### config.mk
export PLATFORM = sky130hd
export DESIGN_NAME = pot_pwm_frequency_with_display
export DESIGN_NICKNAME = d
export VERILOG_FILES = /design/src/design/pfd_pkg.sv /design/src/design/pfd_div.sv /design/src/design/pfd_bcd.sv /design/src/design/pot_pwm_frequency_with_display.sv
export SDC_FILE = /design/constraint.sdc
export NUM_CORES = 1
export LEC_CHECK = 0
export BUFFER_PORTS_ARGS = -buffer_cell sky130_fd_sc_hd__buf_2
export CAP_MARGIN = 20
export CORE_UTILIZATION = 50
export CTS_CLUSTER_DIAMETER = 200
export CTS_CLUSTER_SIZE = 12
export DETAILED_ROUTE_END_ITERATION = 10
export MAX_ROUTING_LAYER = met4
export PLACE_DENSITY = 0.67
export SYNTH_ARGS = -nofsm -noshare
export SYNTH_HDL_FRONTEND = slang
export SYNTH_SLANG_ARGS = --single-unit
### constraint.sdc
create_clock -name i_clk -period 13.75 [get_ports i_clk]
set_input_delay 0 -clock i_clk [delete_from_list [all_inputs] [get_ports i_clk]]
set_output_delay 0 -clock i_clk [all_outputs]
set_load 0.1 [all_outputs]
### src/design/pfd_pkg.sv
// Shared types, constants and tables for the potentiometer PWM frequency block.
// Used by the divider, the BCD converter and the top level; depends on nothing.
package pfd_pkg;

    localparam int SAMPLE_BITS = 10;
    localparam int SampleW     = 10;
    localparam logic [SampleW-1:0] SampleMask = SampleW'((32'd1 << SAMPLE_BITS) - 32'd1);

    localparam int FreqW    = 16;
    localparam int AdcW     = 10;
    localparam int PeriodW  = 7;
    localparam int TimebW   = 24;
    localparam int CfgDataW = 24;
    localparam int CfgIdxW  = 3;

    // Divider: dividend wide enough for span * sample and for the timebase.
    localparam int DivNumW = 26;
    localparam int DivDenW = 16;
    localparam int DivCntW = 5;

    localparam int BinW    = 16;
    localparam int BcdW    = 20;
    localparam int BcdCntW = 4;

    localparam logic [FreqW-1:0]   FMinReset     = 16'd20;
    localparam logic [FreqW-1:0]   FMaxReset     = 16'd20000;
    localparam logic [AdcW-1:0]    AdcMaxReset   = 10'd1023;
    localparam logic [PeriodW-1:0] PeriodReset   = 7'd100;
    localparam logic [TimebW-1:0]  TimebaseReset = 24'd1000000;

    typedef enum logic [CfgIdxW-1:0] {
        CFG_F_MIN         = 3'd0,
        CFG_F_MAX         = 3'd1,
        CFG_ADC_MAX       = 3'd2,
        CFG_UPDATE_PERIOD = 3'd3,
        CFG_TIMEBASE      = 3'd4
    } t_cfg_idx;

    typedef enum logic [2:0] {
        ST_IDLE,
        ST_MUL,
        ST_DIV_MAP,
        ST_DIV_PER,
        ST_FIN
    } t_state;

    // Status of a multi-cycle unit: busy while stepping, done for one cycle at the end.
    typedef struct packed {
        logic busy;
        logic done;
    } t_unit_stat;

    localparam logic [6:0] SegTable [10] = '{
        7'h3F, 7'h06, 7'h5B, 7'h4F, 7'h66, 7'h6D, 7'h7D, 7'h07, 7'h7F, 7'h6F
    };

    function automatic logic [6:0] seg_of(input logic [3:0] digit);
        logic [6:0] seg;
        seg = 7'h00;
        if (digit < 4'd10) begin
            seg = SegTable[digit];
        end
        return seg;
    endfunction

endpackage

### src/design/pfd_div.sv
// Shared restoring divider, one quotient bit per cycle.
// Depends on pfd_pkg for widths and the unit status struct.
module pfd_div (
    input  logic                   i_clk,
    input  logic                   i_rst_n,
    input  logic                   i_start,
    input  logic [pfd_pkg::DivNumW-1:0] i_dividend,
    input  logic [pfd_pkg::DivDenW-1:0] i_divisor,
    output logic [pfd_pkg::DivNumW-1:0] o_quotient,
    output pfd_pkg::t_unit_stat    o_stat
);
    import pfd_pkg::*;

    logic [DivNumW-1:0] r_quo, n_quo;
    logic [DivDenW-1:0] r_rem, n_rem;
    logic [DivDenW-1:0] r_den, n_den;
    logic [DivCntW-1:0] r_cnt, n_cnt;
    logic               r_busy, n_busy;
    logic               r_done, n_done;

    logic [DivDenW:0] w_trial;
    logic [DivDenW:0] w_diff;
    logic             w_fits;

    always_comb begin
        w_trial = {r_rem, r_quo[DivNumW-1]};
        w_fits  = (w_trial >= {1'b0, r_den});
        w_diff  = w_trial - {1'b0, r_den};

        n_quo  = r_quo;
        n_rem  = r_rem;
        n_den  = r_den;
        n_cnt  = r_cnt;
        n_busy = r_busy;
        n_done = 1'b0;
        if (i_start) begin
            n_quo  = i_dividend;
            n_rem  = '0;
            n_den  = i_divisor;
            n_cnt  = '0;
            n_busy = 1'b1;
        end else if (r_busy) begin
            n_quo = {r_quo[DivNumW-2:0], w_fits};
            n_rem = w_fits ? w_diff[DivDenW-1:0] : w_trial[DivDenW-1:0];
            n_cnt = r_cnt + 1'b1;
            if (r_cnt == DivCntW'(DivNumW - 1)) begin
                n_busy = 1'b0;
                n_done = 1'b1;
            end
        end
    end

    always_ff @(posedge i_clk) begin
        if (!i_rst_n) begin
            r_busy <= 1'b0;
            r_done <= 1'b0;
            r_cnt  <= '0;
        end else begin
            r_busy <= n_busy;
            r_done <= n_done;
            r_cnt  <= n_cnt;
        end
        r_quo <= n_quo;
        r_rem <= n_rem;
        r_den <= n_den;
    end

    assign o_quotient  = r_quo;
    assign o_stat.busy = r_busy;
    assign o_stat.done = r_done;

endmodule

### src/design/pfd_bcd.sv
// Shift-and-add-3 binary to BCD converter, one bit per cycle.
// Depends on pfd_pkg for widths and the unit status struct.
module pfd_bcd (
    input  logic                  i_clk,
    input  logic                  i_rst_n,
    input  logic                  i_start,
    input  logic [pfd_pkg::BinW-1:0] i_bin,
    output logic [pfd_pkg::BcdW-1:0] o_bcd,
    output pfd_pkg::t_unit_stat   o_stat
);
    import pfd_pkg::*;

    logic [BinW-1:0]    r_bin, n_bin;
    logic [BcdW-1:0]    r_bcd, n_bcd;
    logic [BcdCntW-1:0] r_cnt, n_cnt;
    logic               r_busy, n_busy;
    logic               r_done, n_done;
    logic [BcdW-1:0]    w_adj;

    always_comb begin
        for (int k = 0; k < BcdW / 4; k++) begin
            w_adj[4*k +: 4] = (r_bcd[4*k +: 4] >= 4'd5) ? r_bcd[4*k +: 4] + 4'd3
                                                        : r_bcd[4*k +: 4];
        end

        n_bin  = r_bin;
        n_bcd  = r_bcd;
        n_cnt  = r_cnt;
        n_busy = r_busy;
        n_done = 1'b0;
        if (i_start) begin
            n_bin  = i_bin;
            n_bcd  = '0;
            n_cnt  = '0;
            n_busy = 1'b1;
        end else if (r_busy) begin
            n_bcd = {w_adj[BcdW-2:0], r_bin[BinW-1]};
            n_bin = {r_bin[BinW-2:0], 1'b0};
            n_cnt = r_cnt + 1'b1;
            if (r_cnt == BcdCntW'(BinW - 1)) begin
                n_busy = 1'b0;
                n_done = 1'b1;
            end
        end
    end

    always_ff @(posedge i_clk) begin
        if (!i_rst_n) begin
            r_busy <= 1'b0;
            r_done <= 1'b0;
            r_cnt  <= '0;
        end else begin
            r_busy <= n_busy;
            r_done <= n_done;
            r_cnt  <= n_cnt;
        end
        r_bin <= n_bin;
        r_bcd <= n_bcd;
    end

    assign o_bcd       = r_bcd;
    assign o_stat.busy = r_busy;
    assign o_stat.done = r_done;

endmodule

### src/design/pot_pwm_frequency_with_display.sv
// An item that does not recompute goes from the idle state through the finish state to the
// output register; an item that recomputes passes the multiply, map-division, period-division
// and finish states, with one divider pass in each division state. One item is in flight at a time.
// Reset (synchronous, active low) restores the default configuration, clears the digit
// position, tick counter, displayed value, period and compare registers and the output valid flag.
// Depends on pfd_pkg, pfd_div and pfd_bcd.
module pot_pwm_frequency_with_display (
    input  logic                        i_clk,
    input  logic                        i_rst_n,
    input  logic                        i_cfg_we,
    input  logic [pfd_pkg::CfgIdxW-1:0] i_cfg_index,
    input  logic [pfd_pkg::CfgDataW-1:0] i_cfg_data,
    input  logic                        i_valid,
    output logic                        o_stall,
    input  logic [pfd_pkg::SampleW-1:0] i_adc_sample,
    output logic                        o_valid,
    input  logic                        i_stall,
    output logic [6:0]                  o_segments,
    output logic [3:0]                  o_digit_select,
    output logic [15:0]                 o_period_top,
    output logic [15:0]                 o_compare_value,
    output logic                        o_updated
);
    import pfd_pkg::*;

    // Configuration
    logic [FreqW-1:0]   r_f_min;
    logic [FreqW-1:0]   r_f_max;
    logic [AdcW-1:0]    r_adc_max;
    logic [PeriodW-1:0] r_update_period;
    logic [TimebW-1:0]  r_timebase;

    // Block state
    t_state             r_state, n_state;
    logic [1:0]         r_digit_pos, n_digit_pos;
    logic [PeriodW-1:0] r_tick, n_tick;
    logic [15:0]        r_shown_bcd, n_shown_bcd;
    logic [15:0]        r_period, n_period;
    logic [15:0]        r_compare, n_compare;

    // Item in flight
    logic [FreqW-1:0]   r_span, n_span;
    logic [AdcW-1:0]    r_samp, n_samp;
    logic [FreqW-1:0]   r_freq, n_freq;
    logic [6:0]         r_seg_pend, n_seg_pend;
    logic [3:0]         r_sel_pend, n_sel_pend;
    logic               r_upd_pend, n_upd_pend;

    // Output register
    logic               r_out_valid, n_out_valid;
    logic [6:0]         r_segments, n_segments;
    logic [3:0]         r_digit_sel, n_digit_sel;
    logic [15:0]        r_out_period, n_out_period;
    logic [15:0]        r_out_compare, n_out_compare;
    logic               r_out_updated, n_out_updated;

    // Unit connections
    logic               w_div_start;
    logic [DivNumW-1:0] w_div_num;
    logic [DivDenW-1:0] w_div_den;
    logic [DivNumW-1:0] w_div_quo;
    t_unit_stat         w_div_stat;
    logic               w_bcd_start;
    logic [BcdW-1:0]    w_bcd;
    t_unit_stat         w_bcd_stat;

    logic               w_accept;
    logic               w_out_free;
    logic [SampleW-1:0] w_sample;
    logic [3:0]         w_digit;
    logic [FreqW:0]     w_freq_sum;
    logic [DivNumW-1:0] w_q_minus;
    logic [15:0]        w_top;
    logic [16:0]        w_top_inc;

    pfd_div u_div (
        .i_clk      (i_clk),
        .i_rst_n    (i_rst_n),
        .i_start    (w_div_start),
        .i_dividend (w_div_num),
        .i_divisor  (w_div_den),
        .o_quotient (w_div_quo),
        .o_stat     (w_div_stat)
    );

    pfd_bcd u_bcd (
        .i_clk   (i_clk),
        .i_rst_n (i_rst_n),
        .i_start (w_bcd_start),
        .i_bin   (r_freq),
        .o_bcd   (w_bcd),
        .o_stat  (w_bcd_stat)
    );

    always_ff @(posedge i_clk) begin
        if (!i_rst_n) begin
            r_f_min         <= FMinReset;
            r_f_max         <= FMaxReset;
            r_adc_max       <= AdcMaxReset;
            r_update_period <= PeriodReset;
            r_timebase      <= TimebaseReset;
        end else if (i_cfg_we) begin
            unique case (i_cfg_index)
                CFG_F_MIN:         r_f_min         <= i_cfg_data[FreqW-1:0];
                CFG_F_MAX:         r_f_max         <= i_cfg_data[FreqW-1:0];
                CFG_ADC_MAX:       r_adc_max       <= i_cfg_data[AdcW-1:0];
                CFG_UPDATE_PERIOD: r_update_period <= i_cfg_data[PeriodW-1:0];
                CFG_TIMEBASE:      r_timebase      <= i_cfg_data[TimebW-1:0];
                default: ;
            endcase
        end
    end

    assign o_stall    = (r_state != ST_IDLE);
    assign w_accept   = i_valid && !o_stall;
    assign w_out_free = !r_out_valid || !i_stall;
    assign w_sample   = i_adc_sample & SampleMask;
    assign w_digit    = r_shown_bcd[4*r_digit_pos +: 4];

    always_comb begin
        n_state       = r_state;
        n_digit_pos   = r_digit_pos;
        n_tick        = r_tick;
        n_shown_bcd   = r_shown_bcd;
        n_period      = r_period;
        n_compare     = r_compare;
        n_span        = r_span;
        n_samp        = r_samp;
        n_freq        = r_freq;
        n_seg_pend    = r_seg_pend;
        n_sel_pend    = r_sel_pend;
        n_upd_pend    = r_upd_pend;
        n_out_valid   = r_out_valid && i_stall;
        n_segments    = r_segments;
        n_digit_sel   = r_digit_sel;
        n_out_period  = r_out_period;
        n_out_compare = r_out_compare;
        n_out_updated = r_out_updated;

        w_div_start = 1'b0;
        w_div_num   = DivNumW'(r_span) * DivNumW'(r_samp);
        w_div_den   = DivDenW'(r_adc_max);
        w_bcd_start = 1'b0;

        w_freq_sum = {1'b0, r_f_min} + ((r_adc_max == '0) ? 17'd0 : {1'b0, w_div_quo[FreqW-1:0]});
        w_q_minus  = w_div_quo - 1'b1;
        if (r_freq == '0) begin
            w_top = 16'hFFFF;
        end else if (w_div_quo == '0) begin
            w_top = 16'h0000;
        end else if (w_q_minus > DivNumW'(16'hFFFF)) begin
            w_top = 16'hFFFF;
        end else begin
            w_top = w_q_minus[15:0];
        end
        w_top_inc = {1'b0, w_top} + 17'd1;

        unique case (r_state)
            ST_IDLE: begin
                if (w_accept) begin
                    // The digit shown comes from the display value held before this item.
                    n_seg_pend  = seg_of(w_digit);
                    n_sel_pend  = 4'b1000 >> r_digit_pos;
                    n_digit_pos = r_digit_pos + 2'd1;
                    n_span      = (r_f_max > r_f_min) ? r_f_max - r_f_min : '0;
                    n_samp      = (w_sample > r_adc_max) ? r_adc_max : w_sample;
                    if (r_tick == r_update_period) begin
                        n_tick     = '0;
                        n_upd_pend = 1'b1;
                        n_state    = ST_MUL;
                    end else begin
                        n_tick     = r_tick + 1'b1;
                        n_upd_pend = 1'b0;
                        n_state    = ST_FIN;
                    end
                end
            end
            ST_MUL: begin
                w_div_start = 1'b1;
                n_state     = ST_DIV_MAP;
            end
            ST_DIV_MAP: begin
                if (w_div_stat.done) begin
                    n_freq  = w_freq_sum[FreqW-1:0];
                    n_state = ST_DIV_PER;
                end
            end
            ST_DIV_PER: begin
                // The first cycle here starts both units on the new frequency.
                w_div_num = DivNumW'(r_timebase);
                w_div_den = r_freq;
                if (!w_div_stat.busy && !w_div_stat.done) begin
                    w_div_start = 1'b1;
                    w_bcd_start = 1'b1;
                end else if (w_div_stat.done) begin
                    n_period    = w_top;
                    n_compare   = w_top_inc[16:1];
                    n_shown_bcd = w_bcd[BcdW-1:4];
                    n_state     = ST_FIN;
                end
            end
            ST_FIN: begin
                if (w_out_free) begin
                    n_out_valid   = 1'b1;
                    n_segments    = r_seg_pend;
                    n_digit_sel   = r_sel_pend;
                    n_out_period  = r_period;
                    n_out_compare = r_compare;
                    n_out_updated = r_upd_pend;
                    n_state       = ST_IDLE;
                end
            end
            default: n_state = ST_IDLE;
        endcase
    end

    always_ff @(posedge i_clk) begin
        if (!i_rst_n) begin
            r_state     <= ST_IDLE;
            r_digit_pos <= '0;
            r_tick      <= '0;
            r_shown_bcd <= '0;
            r_period    <= '0;
            r_compare   <= '0;
            r_out_valid <= 1'b0;
        end else begin
            r_state     <= n_state;
            r_digit_pos <= n_digit_pos;
            r_tick      <= n_tick;
            r_shown_bcd <= n_shown_bcd;
            r_period    <= n_period;
            r_compare   <= n_compare;
            r_out_valid <= n_out_valid;
        end
        r_span        <= n_span;
        r_samp        <= n_samp;
        r_freq        <= n_freq;
        r_seg_pend    <= n_seg_pend;
        r_sel_pend    <= n_sel_pend;
        r_upd_pend    <= n_upd_pend;
        r_segments    <= n_segments;
        r_digit_sel   <= n_digit_sel;
        r_out_period  <= n_out_period;
        r_out_compare <= n_out_compare;
        r_out_updated <= n_out_updated;
    end

    assign o_valid         = r_out_valid;
    assign o_segments      = r_segments;
    assign o_digit_select  = r_digit_sel;
    assign o_period_top    = r_out_period;
    assign o_compare_value = r_out_compare;
    assign o_updated       = r_out_updated;

`ifndef SYNTHESIS
    // The BCD conversion is shorter than the period division and must be finished first.
    a_bcd_before_div: assert property (@(posedge i_clk) disable iff (!i_rst_n)
        (r_state == ST_DIV_PER && w_div_stat.done) |-> !w_bcd_stat.busy)
        else $error("BCD conversion still running when the period division finished");

    a_div_no_restart: assert property (@(posedge i_clk) disable iff (!i_rst_n)
        w_div_start |-> !w_div_stat.busy)
        else $error("Divider started while busy");

    a_out_from_fin: assert property (@(posedge i_clk) disable iff (!i_rst_n)
        $rose(r_out_valid) |-> $past(r_state == ST_FIN))
        else $error("Result appeared outside the finish step");

    a_half_duty: assert property (@(posedge i_clk) disable iff (!i_rst_n)
        r_out_valid |-> (17'(r_out_compare) == ((17'(r_out_period) + 17'd1) >> 1)))
        else $error("Compare value is not half of the period");
`endif

endmodule

* Yosys cells after proc, flatten, opt, wreduce, memory -nomap -nowiden
Memories as Yosys holds them, arrays and structs flattened. A register that Yosys moved wholly into a read port is not among the register bits.
Index checks and enable logic that the tools add are counted.
** Cells by class
- Add/subtract/negate cells :: 14
- Shifts and indexed selects :: 2
- $mul :: 1
- Multiplexer cells :: 38
- $lt $le $gt $ge :: 10
- Equal/unequal tests :: 16
- Bitwise logic cells :: 4
- Reduce and logical (&&, ||, !) cells :: 31
** Operators with widths (number)
- $mux 16 :: 7
- $mux 26 :: 3
- $sub 16x16->16 :: 2
- $gt 26x16->1 const B :: 1
- $logic_not 26->1 :: 1
- $mul 16x10->26 :: 1
- $sub 26x1->26 const B :: 1
- $mux 3 :: 7
- $ge 4x3->1 const B :: 5
- $mux 10 :: 2
- $add 16x1->17 const B :: 1
- $ge 17x16->1 :: 1
- $add 16x16->16 :: 1
- $add 4x2->4 const B :: 4
- $gt 16x16->1 :: 1
- $logic_not 16->1 :: 1
- $mux 4 :: 4
- $reduce_and 2->1 :: 8
- $shiftx 16x5->4 :: 1
- $pmux 3 s5 :: 1
- $eq 3x2->1 const B :: 4
- $mux 1 :: 12
- $gt 10x10->1 :: 1
- $logic_not 10->1 :: 1
- 28 further kinds :: 45
** Storage, ports and cells
- Input bits :: 42
- Flip-flop bits (word level) :: 331
- Memories kept :: 1
- Output and inout port bits :: 46
- Memory bits (read-only) :: 112
- Word-level logic and storage cells :: 150
** Memory list
- (name not given) :: words 16, width 7, read ports 1, clocked after memory_dff 1, write ports 0, RTL line pfd_pkg.sv:61 : seg = SegTable[digit];

* Depth between registers and ports, before layout
Gate-level depths: netlist of the first run.
- Depth in word-level cells :: 6
- Mapped depth :: 22
- Gate-level depth less buffers :: 21

* Hierarchy
A second synthesis of the first run with hierarchy kept.
** Second synthesis, totals
- Cell total of the unflattened synthesis :: 2424
- Area, all modules :: 22467.8 µm²
** Modules (own cells, without submodules)
- pot_pwm_frequency_with_display :: cells an instance 1874, area each 16673.5 µm², instances 1
- pfd_div :: cells an instance 343, area each 3662.3 µm², instances 1
- pfd_bcd :: cells an instance 207, area each 2132.0 µm², instances 1

* Least setup slack after synthesis of the first run
Ideal clock, no wire load.
- Path type :: register -> register
- Start point :: reg r_samp[3]
- End point :: reg u_div.r_quo[25] (netlist: u_div.o_quotient[25]) (data pin)
- Setup slack :: 8.036 ns
- Data required time :: 13.489 ns
- Clock period less this slack :: 5.714 ns
- Library setup time :: 0.261 ns
- Arrival :: 5.454 ns
- Cell stages (with the launch flop) :: 23
- Cells stage by stage :: edfxtp_1 -> clkbuf_1 -> nand2_1 -> fa_1 -> inv_1 -> fa_1 -> inv_1 -> fa_1 -> inv_1 -> fa_1 -> inv_1 -> fa_1 -> inv_1 -> ha_1 -> o21ai_0 -> a21oi_1 -> nand3_1 -> a21oi_1 -> o31ai_1 -> o21ai_0 -> a2111oi_0 -> a41o_1 -> a221o_1
** On the way
- Word-level cells in the longest chain between the ends :: 3
** RTL lines
- start, declared :: RTL line pot_pwm_frequency_with_display.sv:43 : logic [AdcW-1:0] r_samp, n_samp;
- start signal, assigned :: RTL line pot_pwm_frequency_with_display.sv:236 : r_samp <= n_samp;
- $mul 16x10->26 :: RTL line pot_pwm_frequency_with_display.sv:141 : w_div_num = DivNumW'(r_span) * DivNumW'(r_samp);
- $mux 26 :: RTL line pot_pwm_frequency_with_display.sv:158 : unique case (r_state)
- $mux 26 :: RTL line pfd_div.sv:36 : if (i_start) begin
- net u_div.n_quo[25] :: RTL line pfd_div.sv:14 : logic [DivNumW-1:0] r_quo, n_quo;
- end signal, assigned :: RTL line pfd_div.sv:63 : r_quo <= n_quo;
- end, declared :: RTL line pfd_div.sv:14
The timed path passes the listed nets, and every way through them passes these cells.
A chain may end at the register's enable or synchronous reset.

* Worst setup path in the final report of the first run
Same ends and word-level chain as after synthesis.

==> flow_metrics.py, run 1 <==
metrics = {
    "yosys": {
        "synth_area_per_cell_sq_um": 8.93,
        "synth_area_leaders": "edfxtp_1 (21%), dfxtp_1 (16%), fa_1 (10%), ha_1 (8.0%), nand2_1 (7.5%)",
        "ys_types": 75,
        "synth_top_area_share_pct": 21.1,
        "syn-num-nets": 2778,
        "ys_ff_latch": 338,
        "synth_top_area_cell": "edfxtp_1",
        "synth_async_sr_flop_share_pct": 0,
        "synth_flop_cell": "dfxtp_1",
        "synth_area_sq_um": 22200,
        "synth_edf_count": 156,
        "yosysWarnings": 0,
        "syn_inst": 2482,
        "yosysSeqAreaShare_pct": 37.6,
    },
    "route": {
        "routedWlPerCell_um": 18.2,
        "drc": 0,
        "drt_wl_total_mm": 57.2,
        "via_per_inst": 5.63,
        "antenna_left": 0,
        "drtPass1Iterations": 6,
        "num_vias": 17700,
        "drt-initial-drc-count": 1472,
    },
    "timing": {
        "fmax_mhz": 160,
        "finalCriticalPeriod_ns": 6.24,
        "slew_viol_final": 0,
        "whs_ns": -0.0592,
        "fin_crit_sh_pct": 45.4,
        "fin_setup_tns_ns": 0,
        "clock_skew_ns": 0.0170,
        "rsz0062_at_grt": "no",
        "slew_headroom_pct": 26.2,
        "hold_viol": 1,
        "worstMarginPinSlew_ns": 1.10,
        "setup_violations": 0,
    },
    "clocking": {
        "clock-sinks": 338,
        "clk_latency_ns": 0.55,
        "htreeDepth": 2,
        "clk_pin_slew_ns": 0.07,
        "cts_inserted_buffers": 34,
        "cts_tree": "built",
        "clk_path_buf_depth": 3,
        "clockRootBuffer": "clkbuf_16",
    },
    "power": {
        "power_density_nw_per_um2": 174,
        "power.leakage_nw": 10.1,
        "ir_worst_vdd_uv": 196,
        "total_power_w": 0.00425,
    },
    "final_layout": {
        "final_area_sq_um": 24400,
        "drive_gt1_share_pct": 6.71,
        "num_antenna_cells": 0,
        "areaGrowthSynthToFinish_pct": 10.2,
        "instances_no_fill": 3150,
        "final_util_pct": 56.3,
        "final_nets": 2836,
    },
    "critical_path": {
        "crit_path_max_fanout": 16,
        "path_class": "reg -> reg",
        "critPathLaunchType": "register",
        "end_kind": "register",
        "ff2ff_path_depth": 21,
        "required_ns": 14.05,
        "arrival_ns": 6.54,
    },
    "min_path": {
        "hp-class": "in -> reg",
        "whs_path_depth": 6,
    },
    "floorplan": {
        "core-area_sq_um": 43400,
        "initial_utilization_pct": 51.1,
        "die_w_um": 213,
        "die_h_um": 213,
        "die_area_sq_um": 45200,
        "pin_count": 88,
        "std_cell_rows": 76,
    },
    "run_status": {
        "status": "complete, but fails checks",
        "violations": "hold timing",
    },
    "grt": {
        "grt_pass1_vias": 17400,
        "grt_usage_pct": 26.9,
        "grt_max_degree": 67,
        "antenna_found_initial": 1,
        "grt_pass1_wl_mm": 92.3,
        "grt_overflow": 0,
    },
    "placement": {
        "numPortBuffers": 87,
        "dpl_cell_area_sq_um": 23000,
        "dp.cells": 3047,
        "gp_congestion": 0.933,
        "detailed_place_hpwl_mm": 42.6,
    },
    "flow_run": {
        "maxCapViolations": 0,
    },
}
## synth_stat cells, types with 6 or more instances
cell type and count:
nand4_1 31, or4_1 9, nor2_1 146, xnor2_1 55, a31oi_1 17, ha_1 141
fa_1 113, o21bai_1 6, nor4_1 17, nor2b_1 22, o31ai_1 10, nand2b_1 16
xor2_1 43, o211ai_1 21, inv_1 202, a211oi_1 14, and3_1 11, mux2i_1 20
and2_1 104, o21a_1 11, nand2_1 440, o21ai_0 114, nand3_1 81, nor3b_1 9
a21o_1 33, buf_1 8, edfxtp_1 156, nor3_1 35, clkbuf_1 110, a21boi_0 6
dfxtp_1 182, or3_1 17, a21oi_1 182, a22oi_1 12
## placed cells by master (no fill, tap or decap), types with 24 or more instances in the layout
cell type / instances
buf_2: 88
nand3_1: 81
clkbuf_16: 35
ha_1: 141
clkbuf_1: 24
xor2_1: 43
inv_1: 201
a21o_1: 33
nor2_1: 146
a21oi_1: 181
edfxtp_1: 156
nand2_1: 440
nor3_1: 33
o21ai_0: 114
and2_1: 104
xnor2_1: 55
dfxtp_1: 182
nand4_1: 31
dlygate4sd3_1: 38
fa_1: 113
## final cells by class
class,count,area (sq um)
well taps,585,732
multi-input cells,1819,12600
inverters,203,762
clock inverters,2,20.0
clock buffers,59,966
fillers,3911,18900
repair buffers,144,976
flip-flops and latches,338,8330
## power breakdown
group          internal (W)  total, W  switching, W
sequential          0.00109   0.00114     0.0000524
combinational      0.000943   0.00224       0.00129
clock              0.000479  0.000872      0.000394
## worst max-delay path: stages (launching register included)
cell	delay, ns
edfxtp_1	0.71
nand2_1	0.19
fa_1	0.58
inv_1	0.06
fa_1	0.50
inv_1	0.05
fa_1	0.47
inv_1	0.05
fa_1	0.53
inv_1	0.05
fa_1	0.53
inv_1	0.04
ha_1	0.29
o21ai_0	0.12
a21oi_1	0.25
nand3_1	0.17
a21oi_1	0.24
o31ai_1	0.13
o21ai_0	0.36
a2111oi_0	0.17
a41o_1	0.22
a221o_1	0.28
## kinds of logic (layout without fill, tap and decap cells)
kind of cell	after synthesis	in the layout	synth area share, %
flops	338	338	37.6
buf+inv	325	408	5.55
compound gates	472	472	12.8
mux	27	27	1.51
fa+ha+maj	254	254	18.2
xor+xnor	98	98	3.87
simple gates	968	968	20.5
## timing repair
item | in CTS | in global routing
buffers inserted | 0 | 0
gates resized for setup | 0 | 0
hold buffers | 38 | 0
hold endpoints to repair | 86 | 0
endpoints found under the setup margin | 0 | 0
## metrics by stage
step	hold slack (ns)	setup WS [ns]
2_1_floorplan	0.124	8.04
6_report	-0.0592	7.51
5_1_grt	0.0231	7.09
3_3_place_gp	0.223	7.74
3_5_place_dp	0.225	7.60
4_1_cts	0.0281	7.56
## sequential cells by signal (all words and copies together) (netlist names), 10 cells and up
register and count:
r_f_max 16, r_span 16, u_div.r_rem 16, o_period_top 16
u_bcd.r_bin 16, u_bcd.o_bcd 20, u_div.r_den 16, r_f_min 16
r_timebase 24, r_compare 16, u_div.o_quotient 26, r_period 16
r_shown_bcd 16, r_samp 10, r_freq 16, o_compare_value 16
r_adc_max 10
## routing by layer
metal | global-route usage [%] | up-vias | wire [um]
met5 | - | - | 0
met4 | 6.23 | 0 | 918
met3 | 4.08 | 71 | 3530
met2 | 42.8 | 506 | 26800
met1 | 36.2 | 8603 | 26000
li1 | - | 8566 | -
## worst paths after layout
check | start | slack, ns | endpoint
max | r_samp[3] | 7.51 | u_div.o_quotient[25]
min | i_cfg_index[2] | -0.06 | r_f_max[0]
max reg2reg | r_samp[3] | 7.51 | u_div.o_quotient[25]
min reg2reg | r_seg_pend[3] | 0.42 | o_segments[3]
(Power assumes the default switching activity.)
==> inputs of run 2 (changes only) <==
Settings changed: ABC_AREA from default to 1, PLACE_DENSITY 0.67 to 0.69.
Clock period 13.75 ns to 5.25 ns, I/O delays scaled along.
==> run 2 against run 1 <==
- the flow finishes with violations (setup timing)
- non-clock buffer count grew 167
- fmax rose by 17%
- cell count grew 16%
- first-iteration DRC count rose by 18%
- worst hold slack better by 0.098 ns
- final area is 8.7% higher
- utilization is 3.7 points higher
- area after synthesis is 1.3% higher
- worst setup slack lost 7.6 ns
- critical path depth up 4
- via count increased by 9.8%
- critical path type unchanged
- critical endpoint unchanged
- largest cell class unchanged
==> flow_metrics.py, run 2 <==
metrics = {
    "clocking": {
        "clockRootBuffer": "clkbuf_16",
        "htreeDepth": 2,
        "clk_pin_slew_ns": 0.07,
        "clk_path_buf_depth": 3,
        "cts_tree": "built",
        "cts_inserted_buffers": 34,
        "clock-sinks": 338,
        "clk_latency_ns": 0.57,
    },
    "run_status": {
        "status": "complete, but fails checks",
        "violations": "setup timing",
    },
    "timing": {
        "fmax_mhz": 187,
        "finalCriticalPeriod_ns": 5.34,
        "worstMarginPinSlew_ns": 1.06,
        "whs_ns": 0.0390,
        "fin_ws_ns": -0.0869,
        "clock_skew_ns": 0.0410,
        "slew_headroom_pct": 29.3,
        "fin_crit_sh_pct": 102,
        "slew_viol_final": 0,
        "rsz0062_at_grt": "yes",
        "setup_violations": 4,
        "hold_viol": 0,
    },
    "floorplan": {
        "core-area_sq_um": 44200,
        "die_area_sq_um": 45700,
        "initial_utilization_pct": 50.8,
        "die_h_um": 214,
        "std_cell_rows": 77,
        "die_w_um": 214,
        "pin_count": 88,
    },
    "route": {
        "via_per_inst": 5.34,
        "routedWlPerCell_um": 17.2,
        "drt_wl_total_mm": 62.7,
        "num_vias": 19500,
        "antenna_left": 0,
        "drtPass1Iterations": 6,
        "drc": 0,
        "drt-initial-drc-count": 1738,
    },
    "critical_path": {
        "crit_path_max_fanout": 6,
        "cp_top_family": "adder cells",
        "critPathLaunch": "r_span[5]",
        "worstPathBufferInverterCount": 5,
        "critPathLaunchType": "register",
        "required_ns": 5.54,
        "r2r-end": "u_div.o_quotient[25]",
        "timing.rr.start": "r_span[5]",
        "end_kind": "register",
        "critPathMaxStageDelay_ns": 0.57,
        "crit_slowest_cell": "edfxtp_1",
        "r2r_slack_ns": -0.09,
        "arrival_ns": 5.63,
        "path_class": "reg -> reg",
        "cpMostUsedCell": "fa_1",
        "ff2ff_path_depth": 25,
    },
    "yosys": {
        "synth_edf_count": 156,
        "synth_async_sr_flop_share_pct": 0,
        "synth_flop_cell": "dfxtp_1",
        "synthTopCellsByCount": "nand2_1 (574), inv_1 (440), nor2_1 (268), o21ai_0 (200), dfxtp_1 (182)",
        "synth_area_per_cell_sq_um": 8.03,
        "synth_top_area_cell": "edfxtp_1",
        "synth_area_leaders": "edfxtp_1 (21%), dfxtp_1 (16%), fa_1 (10%), nand2_1 (9.6%), ha_1 (7.9%)",
        "synth_area_sq_um": 22400,
        "ys_ff_latch": 338,
        "ys_types": 51,
        "syn-num-nets": 3091,
        "yosysSeqAreaShare_pct": 37.1,
        "yosysWarnings": 0,
        "synth_top_area_share_pct": 20.9,
        "syn_inst": 2795,
        "synth_most_common_cell": "nand2_1",
    },
    "final_layout": {
        "final_cell_mix": "nand2_1 (562), inv_1 (425), nor2_1 (261), o21ai_0 (187), dfxtp_1 (182)",
        "instances_no_fill": 3651,
        "final_nets": 3332,
        "fillers": 3949,
        "areaGrowthSynthToFinish_pct": 18.3,
        "num_antenna_cells": 0,
        "final_common_cell": "nand2_1",
        "largest_reg_flops": 26,
        "drive_gt1_share_pct": 14.6,
    },
    "placement": {
        "post-place-ws_ns": -0.290,
        "numPortBuffers": 87,
        "detailed_place_hpwl_mm": 46.7,
        "gp_congestion": 0.960,
        "dp.cells": 3483,
    },
    "grt": {
        "grt_max_degree": 77,
        "grt_usage_pct": 28.9,
        "grt_pass1_wl_mm": 98.8,
        "grt_overflow": 0,
        "grt_pass1_vias": 18900,
        "antenna_found_initial": 0,
    },
    "min_path": {
        "hp-class": "in -> reg",
        "hold_path_end": "r_f_min[2]",
        "whs_path_depth": 6,
        "hold_path_startpoint": "i_cfg_we",
    },
    "flow_run": {
        "maxCapViolations": 0,
    },
}
==> run 2: per-stage QoR <==
step	instance area [sq um]	util, %	TNS (ns)
finish	26500	60.0	-0.229
global route	26500	60.0	-2.81
CTS	26100	59.0	-0.0889
detailed placement	24200	54.7	-1.80
global placement	24200	54.7	-1.14
floorplan	22700	-	0
==> run 2: how the worst max path moves through the flow <==
| stage | slack, ns | endpoint | cells past startpoint |
|---|---|---|---|
| finish | -0.09 | u_div.o_quotient[25] | 25 |
| global route | -0.32 | u_div.o_quotient[25] | 25 |
| CTS | -0.05 | u_div.o_quotient[25] | 25 |
| detailed placement | -0.29 | u_div.o_quotient[25] | 23 |
| global placement | -0.24 | u_div.o_quotient[25] | 23 |
| floorplan | 0.004 | u_div.o_quotient[25] | 23 |
==> run 2: layout make-up <==
class                           count  area, sq um  area share, %
Timing Repair Buffer              311         2340           8.81
Sequential cell                   338         8330           31.4
Multi-Input combinational cell   1902        12500           47.0
Clock inverter                      3         47.5          0.179
Clock buffer                       56          933           3.52
Inverter                          449         1690           6.35
Tap cell                          592          741           2.79
==> run 2: metal layers <==
| layer | track usage (%) | share of wire (%) | vias up |
|---|---|---|---|
| met4 | 8.42 | 2.5 | 0 |
| met5 | - | 0 | - |
| li1 | - | - | 9503 |
| met1 | 37.5 | 44 | 9339 |
| met3 | 5.43 | 7.4 | 81 |
| met2 | 45.8 | 47 | 565 |
==> run 2: cells by family (layout without fill, tap and decap cells) <==
| group | Yosys count | in the layout | share of synthesized area [%] |
|---|---|---|---|
| and+or+nand+nor | 1101 | 1101 | 21.0 |
| buffers and inverters | 555 | 819 | 9.47 |
| AOI/OAI and AO/OA | 474 | 474 | 11.7 |
| DFF | 338 | 338 | 37.1 |
| adders and majority gates | 254 | 254 | 17.9 |
| xor gates and xnor gates | 73 | 73 | 2.85 |
==> run 2: repair_timing <==
action                                 in CTS  in global routing
buffers inserted                           30                 19
hold buffers                               58                  0
endpoints found under the hold margin      96                  0
gates resized for setup                    44                 64
setup endpoints to repair                  15                 18
pin swaps                                  35                 63
==> run 2: worst register-to-register path: cells and delay by family (launching register included) <==
| family | cells | cell delay (ns) |
|---|---|---|
| buf+inv | 5 | 0.23 |
| fa+ha+maj | 6 | 2.75 |
| simple gates | 8 | 0.80 |
| flops | 1 | 0.57 |
| compound gates | 6 | 0.70 |
Power of run 2 is left out: the tool's default activity adds up to more than one toggle a clock period on the data nets, which glitch-free logic cannot reach.
==> inputs of run 3 (changes only) <==
Settings changed: CORE_MARGIN from default to 2, CTS_CLUSTER_SIZE 12 to 14, PLACE_DENSITY 0.69 to 0.78.
==> run 3 against run 2 <==
- the run still ends with setup timing left
- critical endpoint unchanged
- first-iteration DRC count increased by 2.4%
- clock-buffer cell count fell by 9
- global-route usage fell by 1.2 points
- utilization shrank 0.13 points
- worst setup slack improved by 0.0052 ns
- register-to-register slack about the same
- via count grew 1.7%
==> flow_metrics.py, run 3 (same netlist as run 2, synthesis figures left out) <==
metrics = {
    "floorplan": {
        "die_h_um": 216,
        "pin_count": 88,
        "std_cell_rows": 77,
        "die_w_um": 216,
        "initial_utilization_pct": 50.8,
        "core-area_sq_um": 44200,
        "die_area_sq_um": 46600,
    },
    "final_layout": {
        "final_cell_mix": "nand2_1 (558), inv_1 (424), nor2_1 (258), o21ai_0 (182), dfxtp_1 (182)",
        "instances_no_fill": 3636,
        "multiInputGateArea_sq_um": 12600,
        "fillers": 3720,
        "largest_reg_flops": 26,
        "seq_area_sq_um": 8330,
        "final_common_cell": "nand2_1",
        "drive_gt1_share_pct": 15.2,
        "areaGrowthSynthToFinish_pct": 18.0,
        "final_nets": 3319,
    },
    "timing": {
        "fin_crit_sh_pct": 102,
        "setup_violations": 2,
        "slew_headroom_pct": 32.4,
        "worstMarginPinSlew_ns": 1.01,
        "fin_ws_ns": -0.0817,
        "fmax_mhz": 188,
        "rsz0062_at_grt": "yes",
        "slew_viol_final": 0,
        "clock_skew_ns": 0.0297,
        "finalCriticalPeriod_ns": 5.33,
        "hold_viol": 0,
    },
    "placement": {
        "gp_congestion": 0.985,
        "dp.cells": 3479,
        "post-place-ws_ns": -0.363,
        "numPortBuffers": 87,
        "detailed_place_hpwl_mm": 46.3,
    },
    "critical_path": {
        "worstPathBufferInverterCount": 5,
        "arrival_ns": 5.64,
        "cp_cell_sequence": "buf_6 > nand2_4 > fa_1 > inv_2 > fa_1 > fa_1 > fa_1 > inv_2 > fa_1 > inv_2 > ha_4 > a21oi_4 > inv_2 > o21ai_2 > o211ai_1 > a21oi_2 > nor3_2 > nor2_2 > o21ai_2 > nand2_1 > nand2_1 > or2_4 > nand3_2 > o21ai_1",
        "critPathLaunchType": "register",
        "required_ns": 5.56,
        "path_class": "reg -> reg",
        "cp_top_family": "adder cells",
        "end_kind": "register",
        "cpMostUsedCell": "fa_1",
        "crit_slowest_cell": "edfxtp_1",
        "critPathMaxStageDelay_ns": 0.53,
        "crit_path_max_fanout": 5,
    },
    "route": {
        "drtPass1Iterations": 6,
        "drt_wl_total_mm": 62.7,
        "antenna_left": 0,
        "routedWlPerCell_um": 17.2,
        "drt-initial-drc-count": 1780,
        "num_vias": 19800,
        "via_per_inst": 5.45,
        "drc": 0,
    },
    "clocking": {
        "cts_inserted_buffers": 28,
        "cts_tree": "built",
        "clock-sinks": 338,
        "clk_path_buf_depth": 3,
        "clockRootBuffer": "clkbuf_16",
        "htreeDepth": 1,
        "clk_latency_ns": 0.58,
        "clk_pin_slew_ns": 0.07,
    },
    "grt": {
        "grtUsageMet1_pct": 36.7,
        "grt_pass1_vias": 19700,
        "grt_usage_pct": 27.6,
        "use_met3_pct": 3.55,
        "grt_busiest_layer": "met2",
        "grt_overflow": 0,
        "grt_max_degree": 95,
        "grt_pass1_wl_mm": 101,
        "met2_usage_pct": 44.3,
        "antenna_found_initial": 2,
    },
    "run_status": {
        "status": "complete, but fails checks",
        "violations": "setup timing",
    },
    "flow_run": {
        "maxCapViolations": 0,
    },
    "min_path": {
        "hp-class": "in -> reg",
    },
}
-- run 3: changes by cell type in the layout (fill, tap and decap cells not counted), moves of 4 or more --
cell	before	now
dlygate4sd3_1	58	49
o21ai_0	187	182
buf_4	150	146
nand2_2	24	28
clkbuf_16	34	28
nand3_1	143	139
nand2_1	562	558
nand3_2	12	16
-- run 3: timing repair --
| action | CTS | global route |
|---|---|---|
| resized for setup | 53 | 92 |
| endpoints found under the hold margin | 110 | 0 |
| setup endpoints to repair | 16 | 19 |
| buffers inserted | 38 | 20 |
| pin swaps | 63 | 56 |
| hold buffers | 49 | 0 |
-- run 3: layer usage --
layer	wire length, um	share of wire (%)
met1	26900	43
met2	29400	47
met3	4530	7.2
met4	1880	3.0
met5	0	0
-- run 3: area by class of cell --
| type | count | share of cell area [%] |
|---|---|---|
| Antenna cell | 2 | 0.0189 |
| Clock inverter | 2 | 0.123 |
| Inverter | 449 | 6.36 |
| Sequential cell | 338 | 31.4 |
| Timing Repair Buffer | 304 | 8.73 |
| Multi-Input combinational cell | 1902 | 47.6 |
| Tap cell | 592 | 2.80 |
| Clock buffer | 47 | 2.91 |
-- run 3: through the flow --
step	TNS [ns]	hold WS (ns)	area, sq um	util, %
final	-0.120	0.0476	26500	59.9
after global routing	-2.39	0.106	26500	59.9
after CTS	-0.0665	0.0110	25900	58.7
after detailed placement	-2.59	0.260	24100	54.6
after global placement	-1.86	0.243	24100	54.6
after floorplan	0	0.113	22700	-
-- run 3: worst register-to-register path: cells and delay by family, from the launching register on --
family,cells,cell delay (ns)
compound gates,6,0.76
buf+inv,5,0.35
simple gates,7,0.67
flops,1,0.53
fa+ha+maj,6,2.75
-- run 3: final timing paths --
check	start	endpoint	slack, ns	depth (start not counted)
setup / recovery	r_span[8]	u_div.o_quotient[25]	-0.08	24
hold / removal	i_cfg_we	r_f_min[2]	0.05	6
setup reg to reg	r_span[8]	u_div.o_quotient[25]	-0.08	24
hold reg to reg	r_sel_pend[2]	o_digit_select[2]	0.42	0
Power of run 3 is left out for the same reason.
